**config.mk**
```make
export PLATFORM = sky130hd
export DESIGN_NAME = rrdp_ctrl
export DESIGN_NICKNAME = d
export VERILOG_FILES = /design/src/rtl/rrdp_pkg.sv /design/src/rtl/rrdp_ctrl.sv
export VERILOG_INCLUDE_DIRS = /design/src /design/src/rtl
export SDC_FILE = /design/constraint.sdc
export NUM_CORES = 1
export LEC_CHECK = 0
export BUFFER_PORTS_ARGS = -buffer_cell sky130_fd_sc_hd__buf_2
export CAP_MARGIN = 40
export CORE_AREA = 2 2 39 41
export CTS_BUF_LIST = sky130_fd_sc_hd__clkbuf_8
export CTS_CLUSTER_SIZE = 12
export DETAILED_ROUTE_END_ITERATION = 16
export DIE_AREA = 0 0 41 43
export GPL_TIMING_DRIVEN = 1
export PLACE_DENSITY = 0.68
export SLEW_MARGIN = 30
export SYNTH_ARGS = -nofsm -noshare
export SYNTH_HDL_FRONTEND = slang
export SYNTH_SLANG_ARGS = --single-unit
export TNS_END_PERCENT = 5
```
**constraint.sdc**
```tcl
create_clock -name clk_i -period 2.9 [get_ports clk_i]
set_input_delay 0.29 -clock clk_i [delete_from_list [all_inputs] [get_ports clk_i]]
set_output_delay 0.29 -clock clk_i [all_outputs]
set_load 0.005 [all_outputs]
```
**src/rtl/round_robin_download_picker_top_macros.svh**
```systemverilog
// assertion macros for the round robin download picker
`ifndef ROUND_ROBIN_DOWNLOAD_PICKER_TOP_MACROS_SVH
`define ROUND_ROBIN_DOWNLOAD_PICKER_TOP_MACROS_SVH

// consequent holds in the same cycle
`define RRDP_ASSERT_SAME(label, ante, cons) \
  label: assert property (@(posedge clk_i) disable iff (!rst_ni) (ante) |-> (cons)) \
    else $error("rrdp assertion failed");

// consequent holds in the next cycle
`define RRDP_ASSERT_NEXT(label, ante, cons) \
  label: assert property (@(posedge clk_i) disable iff (!rst_ni) (ante) |=> (cons)) \
    else $error("rrdp assertion failed");

`endif

```
**src/rtl/rrdp_pkg.sv**
```systemverilog
// shared constants, codes and control structs of the download picker
package rrdp_pkg;

  localparam int MaxChannels       = 8;
  localparam int EntriesPerChannel = 256;

  localparam int KindW  = 2;
  localparam int ChW    = 3;
  localparam int NumChW = 4;
  localparam int IdxW   = 8;
  localparam int CntW   = 9;
  localparam int TagW   = 32;
  localparam int FlagW  = 3;
  localparam int AddrW  = ChW + IdxW;
  localparam int MemDepth = MaxChannels * EntriesPerChannel;

  typedef enum logic [KindW-1:0] {
    KIND_PICK  = 2'd0,
    KIND_FLAGS = 2'd1,
    KIND_SETUP = 2'd2,
    KIND_WRITE = 2'd3
  } kind_e;

  typedef struct packed {
    logic latch;
    logic mod_step;
    logic chan_next;
    logic scan_init;
    logic scan_issue;
    logic pick_hit;
    logic pick_miss;
    logic flag_rd;
    logic flag_wr;
    logic exec;
  } cmd_t;

  typedef struct packed {
    logic n_zero;
    logic c_ge_n;
    logic chan_ok;
    logic k_last;
    logic hit;
    logic exhausted;
  } sts_t;

endpackage

```
**src/rtl/rrdp_ctrl.sv**
```systemverilog
// controller state machine of the download picker
`include "round_robin_download_picker_top_macros.svh"

module rrdp_ctrl (
  input  logic                      clk_i,
  input  logic                      rst_ni,
  input  logic                      start_i,
  input  logic [rrdp_pkg::KindW-1:0] kind_i,
  input  rrdp_pkg::sts_t            sts_i,
  output rrdp_pkg::cmd_t            cmd_o,
  output logic                      busy_o,
  output logic                      done_o
);

  typedef enum logic [2:0] {
    ST_IDLE,
    ST_PMOD,
    ST_PCHAN,
    ST_PSCAN,
    ST_FRD,
    ST_FWR,
    ST_EXEC
  } state_e;

  state_e state_q, state_d;
  logic   done_q, done_d;

  always_comb begin
    cmd_o   = '0;
    state_d = state_q;
    done_d  = 1'b0;
    case (state_q)
      ST_IDLE: begin
        if (start_i) begin
          cmd_o.latch = 1'b1;
          case (rrdp_pkg::kind_e'(kind_i))
            rrdp_pkg::KIND_PICK:  state_d = ST_PMOD;
            rrdp_pkg::KIND_FLAGS: state_d = ST_FRD;
            default:              state_d = ST_EXEC;
          endcase
        end
      end
      ST_PMOD: begin
        if (sts_i.n_zero) begin
          cmd_o.pick_miss = 1'b1;
          done_d  = 1'b1;
          state_d = ST_IDLE;
        end else if (sts_i.c_ge_n) begin
          cmd_o.mod_step = 1'b1;
        end else begin
          state_d = ST_PCHAN;
        end
      end
      ST_PCHAN: begin
        if (sts_i.chan_ok) begin
          cmd_o.scan_init = 1'b1;
          state_d = ST_PSCAN;
        end else if (sts_i.k_last) begin
          cmd_o.pick_miss = 1'b1;
          done_d  = 1'b1;
          state_d = ST_IDLE;
        end else begin
          cmd_o.chan_next = 1'b1;
        end
      end
      ST_PSCAN: begin
        if (sts_i.hit) begin
          cmd_o.pick_hit = 1'b1;
          done_d  = 1'b1;
          state_d = ST_IDLE;
        end else if (sts_i.exhausted) begin
          if (sts_i.k_last) begin
            cmd_o.pick_miss = 1'b1;
            done_d  = 1'b1;
            state_d = ST_IDLE;
          end else begin
            cmd_o.chan_next = 1'b1;
            state_d = ST_PCHAN;
          end
        end else begin
          cmd_o.scan_issue = 1'b1;
        end
      end
      ST_FRD: begin
        cmd_o.flag_rd = 1'b1;
        state_d = ST_FWR;
      end
      ST_FWR: begin
        cmd_o.flag_wr = 1'b1;
        done_d  = 1'b1;
        state_d = ST_IDLE;
      end
      ST_EXEC: begin
        cmd_o.exec = 1'b1;
        done_d  = 1'b1;
        state_d = ST_IDLE;
      end
      default: state_d = ST_IDLE;
    endcase
  end

  always_ff @(posedge clk_i or negedge rst_ni) begin
    if (!rst_ni) begin
      state_q <= ST_IDLE;
      done_q  <= 1'b0;
    end else begin
      state_q <= state_d;
      done_q  <= done_d;
    end
  end

  assign busy_o = (state_q != ST_IDLE);
  assign done_o = done_q;

  `RRDP_ASSERT_NEXT(a_busy_after_start, start_i && !busy_o, busy_o)
  `RRDP_ASSERT_SAME(a_done_when_idle, done_o, !busy_o)
  `RRDP_ASSERT_NEXT(a_done_single, done_o, !done_o)

endmodule

```
==> results of run 1 <==
[power by group through the flow]
stage / registers, mW / logic [mW] / clock network (mW)
detailed placement: 0.149 / 0.269 / 0
global route: 0.157 / 0.299 / 0.126
floorplan: 0.105 / 0.256 / 0
global placement: 0.149 / 0.268 / 0
finish: 0.150 / 0.267 / 0.120
CTS: 0.149 / 0.270 / 0.122
[cell type report]
| type | instances | share of cell area |
|---|---|---|
| multi-input combinational | 40 | 0.483 |
| timing repair buffer | 23 | 0.205 |
| sequential | 4 | 0.171 |
| clock buffer | 3 | 0.0705 |
| inverter | 5 | 0.0363 |
| tap | 16 | 0.0342 |
[synth_stat cells, drive strengths merged (2+ instances only)]
master | n | share of area
dfrtp | 4 | 0.23
and3 | 3 | 0.043
nand3 | 2 | 0.052
nor3 | 2 | 0.023
inv | 5 | 0.049
buf | 3 | 0.064
a31oi | 2 | 0.029
a21oi | 2 | 0.023
nand2 | 3 | 0.026
o32ai | 2 | 0.041
mux2i | 2 | 0.046
o21ai | 3 | 0.043
nor2 | 7 | 0.061
[cells by family after synthesis]
logic type	Yosys count	synth area share
and+or+nand+nor	24	0.359
AOI/OAI and AO/OA	13	0.229
DFF	4	0.232
muxes	2	0.0464
buffers and inverters	8	0.113
xor gates and xnor gates	1	0.0203
[cell usage in the layout (no fill, tap or decap), drive strengths merged]
cell | Yosys | layout
buf | 3 | 22
nor2 | 7 | 7
inv | 5 | 5
dfrtp | 4 | 4
and3 | 3 | 3
nand2 | 3 | 3
clkbuf | 0 | 3
o21ai | 3 | 3
nor3 | 2 | 2
a31oi | 2 | 2
o32ai | 2 | 2
a21oi | 2 | 2
mux2i | 2 | 2
nand3 | 2 | 2
nor4 | 1 | 1
nand3b | 1 | 1
nor4b | 1 | 1
nand4 | 1 | 1
or3 | 1 | 1
xor2 | 1 | 1
o221ai | 1 | 1
nor3b | 1 | 1
o21a | 1 | 1
and2 | 1 | 1
o2111ai | 1 | 1
a2bb2oi | 1 | 1
dlygate4sd3 | 0 | 1
[sequential cells by signal, indices dropped and copies added, names as in the netlist]
signal and flops:
state_q 3, done_o 1
[timing repair]
action | in CTS | in global routing
endpoints found under the hold margin | 4 | 0
gates resized for setup | 0 | 0
hold buffers | 1 | 0
[path summary, 6_finish.rpt]
path	start	endpoint	slack [ns]	cells past startpoint
hold reg to reg	state_q[2]$_DFFE_PN0P_	done_o$_DFF_PN0_	0.67	2
setup / recovery	state_q[1]$_DFFE_PN0P_	cmd_o[3]	1.01	5
max in group asynchronous	rst_ni	done_o$_DFF_PN0_	2.37	2
hold / removal	rst_ni	state_q[2]$_DFFE_PN0P_	0.41	2
min in group clk_i	sts_i[1]	done_o$_DFF_PN0_	0.44	3
setup reg to reg	state_q[0]$_DFFE_PN0P_	state_q[1]$_DFFE_PN0P_	1.34	4
[metal layers]
metal | share of wire | up-vias | global-route usage
li1 | - | 239 | -
met4 | 0.046 | 0 | 0.160
met1 | 0.47 | 215 | 0.166
met3 | 0.075 | 4 | 0.0157
met2 | 0.41 | 24 | 0.194
met5 | 0 | - | 0
[metrics by stage]
step | total power [mW] | utilization | std cells | worst slack (ns)
4_1_cts | 0.541 | 0.423 | 91 | 1.00
3_5_place_dp | 0.418 | 0.386 | 87 | 1.24
5_1_grt | 0.582 | 0.423 | 91 | 0.847
2_1_floorplan | 0.361 | - | 52 | 1.54
6_report | 0.537 | 0.423 | 91 | 1.01
3_3_place_gp | 0.417 | 0.386 | 87 | 1.28
==> results.toml, run 1 <==
[run_status]
status = "finished, final reports clean"

[global_route]
antenna_found_initial = 0
grt_pass1_vias = 371
grt_first_pass_wirelength_um = 1570
grt_overflow_total = 0
grt_max_degree = 16
grt_use_total = 0.141

[floorplanning]
coreArea_um2 = 1380
rows = 14
die-area_um2 = 1760
start_util = 0.312
die_w_um = 41
io_pins = 23
die_y_um = 43

[sta]
slew_viol_final = 0
hold_violations = 0
tightest_slew_ns = 0.496
period_share = 0.651
setup_violations = 0
fmax_mhz = 529
min_period_ns = 1.89
fin_tns_setup_ns = 0
rsz0062_at_grt = "false"
slew_headroom = 0.669
clock_skew_ns = 0.00451
hold_slack_ns = 0.408

[power_and_ir_drop]
leakagePower_nw = 0.328
p_switching_mw = 0.226
p_comb_frac = 0.498
power-per-cell-area_nw_per_um2 = 916
p_clk_frac = 0.223
swShare = 0.421
seqPwrFrac = 0.279
power.internal_mw = 0.311
vdd_drop_max_v = 0.000422

[drt]
wl_per_cell_um = 11.8
dr.pass1.iters = 4
drtAntennaViolNets = 0
via_count = 482
viasPerCell = 5.30
wirelength_um = 1080
dr.first_iter.drc_count = 7
drc_errors = 0

[final_layout]
design_area_um2 = 586
drive_above_1_share = 0.413
multi_input_comb_area_um2 = 283
nNetsFinal = 88
ff_latch_area_um2 = 100
diodes = 0
nFillCells = 147
area_delta_synth_final_pct = 35.7

[setup_path]
path_buf_inv = 2
worstPathArrival_ns = 1.60
critical_path_class = "reg -> out"
crit_chain = "inv_4 -> nor4b_1 -> a31oi_1 -> o32ai_1 -> buf_2"
cp-start-kind = "flop"
critical_path.top_delay_family = "flip-flops"
path_max_fanout = 11
end_kind = "primary output"
cpPeakStageDelay_ns = 0.60
crit_required_ns = 2.61
crit_path_top_delay_cell = "dfrtp_1"

[place]
io_buffers = 22
post_dp_cell_area_um2 = 534
place_congestion = 0.752
place.detailed.hpwl_um = 773

[cts]
cts_tree = "done"
clk_pin_slew_ns = 0.03
root_buffer = "clkbuf_8"
cts.sinks = 4
post-cts-setup-buffer-count = 0
clk_latency_ns = 0.22
htree_levels = 1
cts.path.max_buffers = 2
cts_made_buffers = 3

[yosys]
synth_cell_types = 30
yosys_warnings = 0
seq_area_frac_synth = 0.232
syn_nets = 63
ys_ff_latch = 4
async_flop_share = 1.00
synth_ff_type = "dfrtp_1"
synth_edf_count = 0
synth_area_um2 = 432
syn_inst = 52
syn_avg_cell_area_um2 = 8.30

[job]
cap_violations = 0

[min_path]
hold_class = "in -> async"
Note: power is estimated with default switching activity, not from simulation.
==> run 2, diff against run 1 <==
- PLACE_DENSITY: 0.68 -> 0.7
- clock period: 2.9 -> 1.7 ns (I/O delays scaled with it)
==> run 2 against run 1 <==
- largest power group unchanged
- final cell count up 2.2%
- combinational power up 100%
- clock power up 72%
- via count down 0.21%
- cell area up 4.3%
- register-to-register slack worse by 1.1 ns
- setup slack worse by 0.92 ns
- clock-buffer cell count unchanged
- flip-flop and latch count unchanged
==> results.toml, run 2 (synthesized netlist as in run 1, its figures left out) <==
[run_status]
status = "finished, final reports clean"

[place]
place.detailed.hpwl_um = 894
post_dp_cell_area_um2 = 549
place_congestion = 0.768
dp_slack_ns = 0.235
io_buffers = 22

[job]
cap_violations = 0

[drt]
wl_per_cell_um = 12.4
drc_errors = 0
dr.pass1.iters = 4
dr.first_iter.drc_count = 10
viasPerCell = 5.17
via_count = 481
drtAntennaViolNets = 0
wirelength_um = 1160

[global_route]
grt_max_degree = 10
grt_pass1_vias = 433
grt_use_total = 0.157
grt_overflow_total = 0
antenna_found_initial = 0
grt_first_pass_wirelength_um = 1800

[sta]
min_period_ns = 1.60
slew_viol_final = 0
slew_headroom = 0.789
fin_tns_setup_ns = 0
worst_slack_ns = 0.0956
setup_violations = 0
hold_violations = 0
tightest_slew_ns = 0.316
period_share = 0.944
clock_skew_ns = 0.00691
fmax_mhz = 623
rsz0062_at_grt = "false"

[setup_path]
crit_required_ns = 1.53
cp-start-kind = "flop"
worstPathArrival_ns = 1.43
critical_path_class = "reg -> out"
end_kind = "primary output"
path_max_fanout = 9

[final_layout]
top_register = "state_q"
largest_reg_flops = 3
multi_input_comb_area_um2 = 292
most-common-layout-cells = "buf_2 (22), nor2_1 (6), inv_1 (4)"
nNetsFinal = 90
final_common_cell = "buf_2"
area_delta_synth_final_pct = 41.4
drive_above_1_share = 0.468
design_area_um2 = 611
fin_util = 0.441
ff_latch_area_um2 = 101
nFillCells = 147
diodes = 0

[power_and_ir_drop]
power-per-cell-area_nw_per_um2 = 1590
vdd_drop_max_v = 0.000706
leakagePower_nw = 0.338
p_total_mw = 0.968

[cts]
post-cts-setup-buffer-count = 0
cts.sinks = 4
root_buffer = "clkbuf_8"
htree_levels = 1
cts.path.max_buffers = 2
cts_made_buffers = 3
cts_tree = "done"
clk_latency_ns = 0.22
clk_pin_slew_ns = 0.04

[floorplanning]
die-area_um2 = 1760
die_w_um = 41
coreArea_um2 = 1380
start_util = 0.312
die_y_um = 43
io_pins = 23
rows = 14

[min_path]
hold_class = "in -> async"
==> run 2: metal layers <==
layer | vias up | track usage | share of wire
met5 | - | 0 | 0
met4 | 0 | 0.120 | 0.021
met3 | 3 | 0.0314 | 0.061
met2 | 24 | 0.228 | 0.46
met1 | 209 | 0.191 | 0.45
li1 | 245 | - | -
==> run 2: cell type report <==
cell class,count,area share
Clock buffer,3,0.0676
Inverter,5,0.0348
Multi-Input combinational cell,40,0.477
Sequential cell,4,0.166
Tap cell,16,0.0328
Timing Repair Buffer,25,0.221
==> run 2: final timing paths <==
path,start,to,slack [ns],cells past startpoint
hold reg to reg,state_q[2]$_DFFE_PN0P_,done_o$_DFF_PN0_,0.67,2
min in group clk_i,sts_i[1],done_o$_DFF_PN0_,0.32,3
max in group asynchronous,rst_ni,state_q[1]$_DFFE_PN0P_,1.28,2
setup / recovery,state_q[2]$_DFFE_PN0P_,cmd_o[5],0.1,4
setup reg to reg,state_q[2]$_DFFE_PN0P_,state_q[1]$_DFFE_PN0P_,0.24,4
hold / removal,rst_ni,state_q[2]$_DFFE_PN0P_,0.29,2
==> run 2: stage by stage <==
step,instances,hold WS [ns]
floorplan,52,-0.126
global placement,89,-0.0240
detailed placement,89,-0.0182
CTS,93,0.295
global route,93,0.318
finish,93,0.289
==> run 2: power breakdown <==
group          internal (mW)  switching [mW]  total, mW
sequential             0.143          0.0812      0.224
clock                  0.151          0.0542      0.206
combinational          0.266           0.273      0.539
total                  0.560           0.408      0.968
==> run 2: timing repair <==
action	in CTS	in global routing
hold endpoints to repair	4	0
hold buffers	1	0
endpoints found under the setup margin	0	2
gates resized for setup	0	3
==> run 2: worst max-delay path, cell delays in order, from the launching register on <==
cell,delay [ns]
dfrtp_1,0.45
nand3b_4,0.21
or3_4,0.38
inv_1,0.06
buf_2,0.10
==> run 3, diff against run 2 <==
- REMOVE_ABC_BUFFERS: default -> 1
==> run 3 against run 2 <==
- register-to-register slack hardly changed
- final cell count is 1.1% higher
- maximum frequency decreased by 0.33%
- combinational power increased by 5.8%
==> results.toml, run 3 (synthesized netlist as in run 1, its figures left out) <==
[run_status]
status = "finished, final reports clean"

[cts]
post-cts-setup-buffer-count = 0
htree_levels = 1
cts.sinks = 4
root_buffer = "clkbuf_8"
clk_latency_ns = 0.21
cts.path.max_buffers = 2
clk_pin_slew_ns = 0.03
cts_tree = "done"
cts_made_buffers = 3

[power_and_ir_drop]
power.internal_mw = 0.574
vdd_drop_max_v = 0.000410
p_clk_frac = 0.201
seqPwrFrac = 0.219
power-per-cell-area_nw_per_um2 = 1600
p_switching_mw = 0.410
swShare = 0.417
p_comb_frac = 0.580
leakagePower_nw = 0.342

[final_layout]
fin_util = 0.445
most-common-layout-cells = "buf_2 (22), nor2_1 (7), inv_1 (4)"
design_area_um2 = 616
area_delta_synth_final_pct = 42.6
diodes = 0
top_register = "state_q"
largest_reg_flops = 3
nFillCells = 149
drive_above_1_share = 0.462
final_common_cell = "buf_2"
nNetsFinal = 91

[place]
io_buffers = 22
place.detailed.hpwl_um = 902
dp_slack_ns = 0.264
post_dp_cell_area_um2 = 557
place_congestion = 0.758

[setup_path]
cp-start-kind = "flop"
worstPathArrival_ns = 1.44
r2r-start = "state_q[0]$_DFFE_PN0P_"
crit_required_ns = 1.53
r2r_end = "state_q[1]$_DFFE_PN0P_"
endpoint = "cmd_o[5]"
startpoint = "state_q[0]$_DFFE_PN0P_"
reg2regPathDepth = 4
end_kind = "primary output"
rrSetupSlack_ns = 0.25
critical_path_class = "reg -> out"
path_max_fanout = 9

[global_route]
grt_use_total = 0.142
grt_first_pass_wirelength_um = 1700
antenna_found_initial = 0
grt_pass1_vias = 412
grt_max_degree = 10
grt_overflow_total = 0

[drt]
wirelength_um = 1150
dr.first_iter.drc_count = 10
drc_errors = 0
dr.pass1.iters = 4
via_count = 488
drtAntennaViolNets = 0
viasPerCell = 5.19
wl_per_cell_um = 12.2

[floorplanning]
rows = 14
die-area_um2 = 1760
die_w_um = 41
start_util = 0.312
coreArea_um2 = 1380
io_pins = 23
die_y_um = 43

[sta]
slew_headroom = 0.760
hold_slack_ns = 0.284
slew_viol_final = 0
tightest_slew_ns = 0.360
hold_violations = 0
clock_skew_ns = 0.00214
fmax_mhz = 621
rsz0062_at_grt = "false"
period_share = 0.947
min_period_ns = 1.61
setup_violations = 0
fin_tns_setup_ns = 0
worst_slack_ns = 0.0902

[job]
cap_violations = 0

[min_path]
hold_class = "in -> async"
[run 3: worst min-delay path by stage]
stage / startpoint / end / slack [ns] / cells past startpoint
2_1_floorplan: rst_ni / done_o$_DFF_PN0_ / -0.13 / 0
3_3_place_gp: rst_ni / state_q[1]$_DFFE_PN0P_ / -0.02 / 1
3_5_place_dp: rst_ni / state_q[2]$_DFFE_PN0P_ / -0.02 / 1
4_1_cts: rst_ni / state_q[1]$_DFFE_PN0P_ / 0.28 / 2
5_1_grt: rst_ni / state_q[0]$_DFFE_PN0P_ / 0.30 / 2
6_report: rst_ni / state_q[0]$_DFFE_PN0P_ / 0.28 / 2
[run 3: area by class of cell]
| cell class | instances | area (um^2) | share of cell area |
|---|---|---|---|
| tap | 16 | 20.0 | 0.0325 |
| timing repair buffer | 26 | 143 | 0.232 |
| multi-input combinational | 40 | 289 | 0.470 |
| inverter | 5 | 21.3 | 0.0346 |
| sequential | 4 | 101 | 0.165 |
| clock buffer | 3 | 41.3 | 0.0671 |
[run 3: critical path, cell delays in order, from the launching register on]
cell	delay, ns
dfrtp_1	0.54
nand3b_4	0.14
or3_4	0.38
inv_1	0.06
buf_2	0.10
[run 3: per-stage QoR]
stage | power [mW] | instances
6_report | 0.983 | 94
2_1_floorplan | 0.558 | 49
3_5_place_dp | 0.776 | 90
5_1_grt | 1.06 | 94
3_3_place_gp | 0.773 | 90
4_1_cts | 0.985 | 94
[run 3: what timing repair did]
action / in CTS / in global routing
gates resized for setup: 0 / 2
setup endpoints to repair: 0 / 1
hold buffers: 1 / 0
hold endpoints to repair: 4 / 0
[run 3: power groups by stage]
stage                     registers [mW]  clock network [mW]  logic (mW)
after global placement             0.211                   0       0.561
final                              0.215               0.198       0.570
after global routing               0.222               0.213       0.628
after CTS                          0.210               0.204       0.571
after detailed placement           0.211                   0       0.565
after floorplan                    0.234                   0       0.324
[run 3: per-layer routing]
layer,wire [um],vias to the layer above,share of wire,track usage
met5,0,-,0,0
met2,525,16,0.46,0.203
li1,-,247,-,-
met3,60,2,0.052,0.0314
met1,558,223,0.48,0.188
met4,7,0,0.0061,0.0800
